<file path="config.mk">
export PLATFORM = sky130hd
export DESIGN_NAME = eptb_divider
export DESIGN_NICKNAME = d
export VERILOG_FILES = /design/src/rtl/eptb_pkg.sv /design/src/rtl/eptb_divider.sv
export SDC_FILE = /design/constraint.sdc
export NUM_CORES = 1
export LEC_CHECK = 0
export BUFFER_PORTS_ARGS = -buffer_cell sky130_fd_sc_hd__buf_2
export CAP_MARGIN = 15
export CORE_MARGIN = 2
export CORE_UTILIZATION = 44
export CTS_BUF_LIST = sky130_fd_sc_hd__clkbuf_16
export DETAILED_ROUTE_END_ITERATION = 6
export PLACE_DENSITY = 0.68
export SETUP_SLACK_MARGIN = 0.05
export SLEW_MARGIN = 15
export SYNTH_ARGS = -nofsm -noshare
export SYNTH_HDL_FRONTEND = slang
export SYNTH_SLANG_ARGS = --single-unit
</file>
<file path="constraint.sdc">
create_clock -name clk -period 2.76 [get_ports clk]
set_input_delay 0.138 -clock clk [delete_from_list [all_inputs] [get_ports clk]]
set_output_delay 0.138 -clock clk [all_outputs]
set_load 0.02 [all_outputs]
</file>
<file path="src/rtl/eptb_pkg.sv">
// Package with shared types and constants of the edge-pair threshold binarizer.
package eptb_pkg;

    localparam logic [1:0] CFG_WIDTH  = 2'd0;
    localparam logic [1:0] CFG_HEIGHT = 2'd1;
    localparam logic [1:0] CFG_RADIUS = 2'd2;
    localparam logic [1:0] CFG_MAG    = 2'd3;

    localparam logic [7:0] FALLBACK_LEVEL = 8'd128;

    // Request handed from the sequencer to the divider.
    typedef struct packed {
        logic        start;
        logic [31:0] dividend;
        logic [23:0] divisor;
    } div_req_t;

    // Gray value of one pixel, rounded.
    function automatic logic [7:0] gray_of(input logic [7:0] r, input logic [7:0] g,
                                           input logic [7:0] b);
        logic [24:0] acc;
        acc = 25'd4899 * {17'd0, r} + 25'd9617 * {17'd0, g} + 25'd1868 * {17'd0, b}
            + 25'd8192;
        return acc[21:14];
    endfunction

endpackage

</file>
<file path="src/rtl/eptb_divider.sv">
// Restoring divider, one quotient bit per cycle.
module eptb_divider
    import eptb_pkg::*;
(
    input  logic        clk,
    input  logic        rst_n,
    input  div_req_t    req,
    output logic        busy,
    output logic        done,
    output logic [31:0] quotient
);
    logic [31:0] quo_reg, quo_next;
    logic [24:0] rem_reg, rem_next;
    logic [23:0] den_reg;
    logic [5:0]  cnt_reg, cnt_next;
    logic        busy_reg, busy_next;
    logic        done_reg, done_next;
    logic [24:0] trial;

    // One shift and compare step.
    always_comb
    begin
        quo_next  = quo_reg;
        rem_next  = rem_reg;
        cnt_next  = cnt_reg;
        busy_next = busy_reg;
        done_next = 1'b0;
        trial     = {rem_reg[23:0], quo_reg[31]};
        if (busy_reg)
        begin
            quo_next = {quo_reg[30:0], 1'b0};
            if (trial >= {1'b0, den_reg})
            begin
                rem_next    = trial - {1'b0, den_reg};
                quo_next[0] = 1'b1;
            end
            else
                rem_next = trial;
            cnt_next = cnt_reg - 6'd1;
            if (cnt_reg == 6'd1)
            begin
                busy_next = 1'b0;
                done_next = 1'b1;
            end
        end
    end

    always_ff @(posedge clk or negedge rst_n)
    begin
        if (!rst_n)
        begin
            busy_reg <= 1'b0;
            done_reg <= 1'b0;
            cnt_reg  <= 6'd0;
        end
        else
        begin
            done_reg <= done_next;
            if (req.start)
            begin
                busy_reg <= 1'b1;
                cnt_reg  <= 6'd32;
            end
            else
            begin
                busy_reg <= busy_next;
                cnt_reg  <= cnt_next;
            end
        end
    end

    always_ff @(posedge clk)
    begin
        if (req.start)
        begin
            quo_reg <= req.dividend;
            rem_reg <= 25'd0;
            den_reg <= req.divisor;
        end
        else
        begin
            quo_reg <= quo_next;
            rem_reg <= rem_next;
        end
    end

    assign busy     = busy_reg;
    assign done     = done_reg;
    assign quotient = quo_reg;
endmodule

</file>
== Word-level counts from Yosys, hierarchy flattened ==
Index checks and enable logic that the tools add are counted.

* Reduce and logical (&&, ||, !) cells: 1
* Muxes and demuxes: 11
* Add/subtract/negate cells: 2
* $lt $le $gt $ge: 1
* Equality and inequality tests: 1

{| class="wikitable"
|+ Operators with widths
! operator !! count
|-
| $mux 32 || 2
|-
| $ge 25x24->1 || 1
|-
| $mux 24 || 1
|-
| $sub 24x24->24 || 1
|-
| $mux 6 || 2
|-
| $eq 6x1->1 const B || 1
|-
| $mux 1 || 6
|-
| $sub 6x1->6 const B || 1
|-
| $reduce_bool 2->1 || 1
|}

* Flip-flop bits (word level): 88
* Output and inout bits: 34
* Logic and storage cells: 22
* Input port bits: 59

== Depth between registers and ports, before layout ==
* Word-level depth: 4
* Mapped depth: 13
* Depth with buffers taken out: 12

== Worst setup path before layout ==
No wires, ideal clock.

* Kind: reg-to-reg
* Start point: register quo_reg[31], in the netlist quotient[31]
* End point: register rem_reg[14]
* Data arrival time: 2.677 ns
* Buffers on the path: 0
* Setup slack: -0.033 ns
* Required time: 2.644 ns
* Period minus slack after synthesis: 2.793 ns
* Setup time: 0.116 ns
* Cell stages (with the launch flop): 13
* Cell sequence: edfxtp_1 > inv_1 > ha_1 > inv_1 > fa_1 > a21o_1 > a221oi_2 > nand3_1 > a31o_1 > a21o_1 > a21oi_1 > xnor2_1 > a41o_1

* Word-level cells in the longest chain between the ends: 2
* Elaborated cells on any way between the ends: 3
* Classes of those cells: add/sub: 1; order compare: 1; mux: 1

{| class="wikitable"
|+ Ends and longest elaborated chain
! element !! line !! source
|-
| start: declaration || eptb_divider.sv:12 || <nowiki>logic [31:0] quo_reg, quo_next;</nowiki>
|-
| start signal: assignment || eptb_divider.sv:76 || <nowiki>quo_reg <= req.dividend;</nowiki>
|-
| start signal: assignment || eptb_divider.sv:82 || <nowiki>quo_reg <= quo_next;</nowiki>
|-
| $sub 24x24->24 or $ge 25x24->1 (tied branches) || eptb_divider.sv:34, eptb_divider.sv:32 ||
|-
| $mux 24 * || eptb_divider.sv:32 || <nowiki>if (trial >= {1'b0, den_reg})</nowiki>
|-
| end signal: assignment || eptb_divider.sv:83 || <nowiki>rem_reg <= rem_next;</nowiki>
|-
| end: declaration || eptb_divider.sv:13 || <nowiki>logic [24:0] rem_reg, rem_next;</nowiki>
|}

Every way passes the cells marked *; elsewhere a longest branch is shown, timed or not.
A chain may end at the register's enable or synchronous reset.

== Final worst setup path ==
* Start point: register den_reg[16]
* End point: register rem_reg[2]

* Word-level cells in the longest chain between the ends: 2

{| class="wikitable"
|+ Ends and longest elaborated chain
! element !! line !! source
|-
| start: declaration || eptb_divider.sv:14 || <nowiki>logic [23:0] den_reg;</nowiki>
|-
| start signal: assignment || eptb_divider.sv:78 || <nowiki>den_reg <= req.divisor;</nowiki>
|-
| $ge 25x24->1 || eptb_divider.sv:32 ||
|-
| $mux 24 || eptb_divider.sv:32 ||
|}

No other way between the ends.

==> results.md <==
Synth:
- The predominant post-synthesis flop cell is edfxtp_1.
- The net count after synthesis is around 500.
- The sequential-to-total area share from yosys stat is 0.489.
- The synthesized design contains 88 register bits.
- Of the post-synthesis cell area, the dominant cell type holds 0.348.
- Of all flip-flops after synthesis, the portion carrying an async set or reset was 0.0909.
- After synthesis, the cell types taking the most area are edfxtp_1 35%, dfxtp_1 10%, mux2_2 7.7%, ha_1 6.7%, dfrtp_1 4.1%.
- The number of distinct standard cells referenced by the synthesized netlist is 57.
- The library cell with the largest summed area after synthesis is edfxtp_1.
- After synthesis the cells add up to around 4800 um2.
- The synthesized netlist cell count is ~430.
- The number of enable flip-flop cells after synthesis is 56.
- Yosys printed 0 warnings.
- The mean post-synth cell area is ~11 um2.

Clocking:
- The clock drives approximately 90 sinks.
- In this run the clock root is driven by a clkbuf_16.
- At the later pin of the worst-skew pair, clock insertion delay measures between 0.3 and 0.4 ns.
- The clock transition at the registers of the reported paths is 0.07 ns.
- The longest clock path from root to sink contains 2 buffers.
- The number of buffers inserted during clock tree synthesis is 9.
- The H-tree depth is 3.
- TritonCTS built the clock tree.

Pwr:
- The switching portion of total power is 0.364.
- The share of total power dissipated in combinational logic is 0.477.
- The total design power is between 6 and 7 mW.
- Summed over all cells, the static leakage comes to 2.78 nW.
- In this run the power density over the cells is about 970 nW/um2.
- The net load switching power is approximately 2.3 mW.
- The portion of total power attributed to the clock network is 0.210.
- The internal power of the cells totals between 3 and 4 mW.
- VDD sags by at most 0.000433 V.
- Of the total power, registers draw 0.313.

Cells and area:
- At the end of the flow, the number of nets in the layout was roughly 660.
- The area growth from synthesis to layout is 32.9%.
- The number of antenna diodes is 0.
- The filler cells instantiated in the layout total 903.
- Summing all flip-flop and latch instances after layout gives 2360 um2.
- The register with the most flip-flops in the layout has 32 of them.
- The final core utilization is 0.595.
- In the final layout, the multi-input gates occupy 2410 um2.
- The fraction of layout instances using a drive strength above 1 is 0.391.
- The total non-filler cell area in the finished layout is about 6400 um2.

Floorplanning:
- The initial utilization of the core area, before any placement, comes to 0.447.
- The floorplan die width is about 110 um.
- The die covers 11800 um2.
- The total I/O pin count is between 90 and 100.
- The floorplan has 38 rows.
- The floorplan step defined a core boundary enclosing roughly 11000 um2.
- The die height is about 110 um.

Detailed routing:
- Summing over every cut layer, the via total after detailed routing is between 3000 and 4000.
- The total length of routed wires is ~11 mm.
- The first-iteration detailed-routing DRC count is between 100 and 150.
- In the routed design, unresolved DRC markers number 0.
- The count of nets left with antenna violations once routing finished came out at 0.
- The final routed wire length divided by cell count is between 15 and 20 um.
- The first-pass detailed-route iteration total is 4.
- Dividing the detail-routed via count by the number of cells gives 5.27.

STA:
- The post-route clock skew is just over 0.01 ns.
- The final number of setup-violating endpoints is 0.
- Setup repair after global routing could not meet its margin everywhere.
- The final critical path time including I/O delays and setup is approximately 2.7 ns.
- Dividing the final minimum period by the clock period gives 0.976.
- The number of max-slew violations in the final report is 0.
- At the pin with the least slew margin, the transition time is about 0.56 ns.
- The final hold violation count is 0.
- The relative max-transition margin is 0.624.
- Timing would allow up to 371 MHz.

Global route:
- The via count of the first global-routing pass is 3896.
- The wire length of the first global-routing pass is approximately 18 mm.
- The remaining global-route overflow is 0.
- Entering global routing, the biggest net connects 54 pins.
- The initial antenna violation count is 0.
- For this run, the total global-route usage over all layers was measured as 0.194.

Place:
- Summing all placed instances gives a cell area of roughly 5600 um2.
- After legalization and detailed placement, the total HPWL measured 7.33 mm.
- Routability-driven placement finished with a final weighted congestion of approximately 0.91.
- Input and output buffers added on the ports amount to 92.

Worst setup path:
- At the worst endpoint, the arrival time is between 2 and 3 ns.
- The worst setup path is launched from a flip-flop.
- Along the worst path, the maximum fanout reaches 6.
- For the worst setup path, the data required time is roughly 3.0 ns.
- The path type of the worst setup path is flip-flop to flip-flop.
- The worst setup path is captured at a flip-flop.

Outcome:
- The flow ran to the end, and the final reports show no timing, DRC or antenna violations.

Flow run:
- The number of maximum-capacitance violations is 0.

Worst hold path:
- The class of the tightest hold or removal check is input pin to flip-flop.
Yosys cell counts (all sizes together) (2+ instances only):
cell type and instances:
a211o 2, xnor2 14, o21ai 19, mux2i 16, nand3 5, a31oi 5, nor2 37, clkbuf 7
nor3 4, dfrtp 8, nor4 2, inv 41, o221a 4, ha 26, nand2 27, nand4 4
mux2 34, o211ai 3, a31o 2, a221oi 2, xor2 8, a21o 6, o31ai 3, a21oi 15
and3 3, dfxtp 24, o41ai 2, nor2b 2, edfxtp 56, a211oi 20, a41o 2, buf 11
nand2b 2
cell usage in the layout, fill, tap and decap left out, types with 4 or more instances in the layout:
cell type,instances
nand2_1,22
xnor2_1,14
a31oi_1,4
a21oi_2,7
ha_1,20
dfxtp_1,24
a211oi_2,6
mux2i_1,16
a21o_1,6
nand3_1,4
ha_4,4
dfrtp_1,8
inv_1,40
dlygate4sd3_1,25
nand2_2,5
buf_2,91
edfxtp_1,56
clkbuf_16,9
o21ai_0,6
o21ai_2,4
a211oi_1,13
buf_4,36
nand4_1,4
o21ai_1,8
nor2_1,36
mux2_2,32
xor2_1,8
a21oi_1,8
layer usage:
layer / vias up / routed length (um) / GRT usage
li1: 1858 / - / -
met1: 1810 / 4980 / 0.243
met2: 109 / 5120 / 0.310
met3: 20 / 675 / 0.0658
met4: 0 / 244 / 0.0769
met5: - / 0 / 0
path summary, 6_finish.rpt:
kind / from / end / slack [ns] / cells past startpoint
max reg2reg: den_reg[16]$_DFFE_PP_ / rem_reg[2]$_SDFFE_PP0P_ / 0.07 / 12
min reg2reg: rem_reg[15]$_SDFFE_PP0P_ / rem_reg[15]$_SDFFE_PP0P_ / 0.51 / 2
min in group asynchronous: rst_n / cnt_reg[1]$_DFFE_PN0P_ / 0.18 / 2
max: den_reg[16]$_DFFE_PP_ / rem_reg[2]$_SDFFE_PP0P_ / 0.07 / 12
max in group asynchronous: rst_n / done$_DFF_PN0_ / 2.40 / 2
min: req[41] / quotient[17]$_DFFE_PP_ / 0.09 / 2
stage by stage:
stage / setup WS [ns] / cells / setup TNS [ns] / hold slack [ns]
finish: 0.0669 / 721 / 0 / 0.0898
global route: -0.0418 / 721 / -0.108 / 0.0829
CTS: 0.0647 / 714 / 0 / 0.0778
detailed placement: -0.0591 / 672 / -0.220 / -0.00916
global placement: 0.0109 / 672 / 0 / -0.0155
floorplan: 0.0574 / 429 / 0 / -0.158
what timing repair did:
| item | CTS | global route |
|---|---|---|
| resized for setup | 3 | 31 |
| hold buffers | 25 | 0 |
| cloned | 1 | 0 |
| buffers inserted | 0 | 7 |
| pin swaps | 2 | 20 |
| hold endpoints to repair | 32 | 0 |
| endpoints found under the setup margin | 16 | 24 |
final cells by class:
type                            count  share of cell area
Inverter                           41              0.0240
Sequential cell                    88               0.368
Clock buffer                        9              0.0351
Tap cell                          140              0.0273
Multi-Input combinational cell    283               0.376
Clock inverter                      7              0.0146
Timing Repair Buffer              153               0.155
power groups by stage:
stage          logic, mW  clock network [mW]  registers, mW
6_report            2.96                1.30           1.95
3_3_place_gp        2.55                   0           1.94
2_1_floorplan       1.86                   0           2.02
4_1_cts             2.68                1.34           1.93
3_5_place_dp        2.59                   0           1.95
5_1_grt             3.25                1.38           1.99
cells by family (layout without fill, tap and decap cells):
group                      after synthesis  count (layout)  synth area share
DFF                                     88              88             0.489
AOI/OAI and AO/OA                       93              94             0.150
and+or+nand+nor                         90              90            0.0840
adders and majority gates               27              27            0.0715
muxes                                   50              50             0.113
xor gates and xnor gates                22              22            0.0399
buffers and inverters                   59             210            0.0523
critical path, stage by stage, from the launching register on:
cell and delay, ns:
edfxtp_1 0.36, inv_1 0.08, ha_2 0.31, a21oi_2 0.16, o21ai_0 0.12, a311o_1 0.38, a31oi_1 0.22, buf_4 0.19
o21ai_4 0.08, buf_4 0.15, mux2_4 0.28, mux2i_1 0.17, nor2_1 0.06
(Power assumes the default switching activity.)
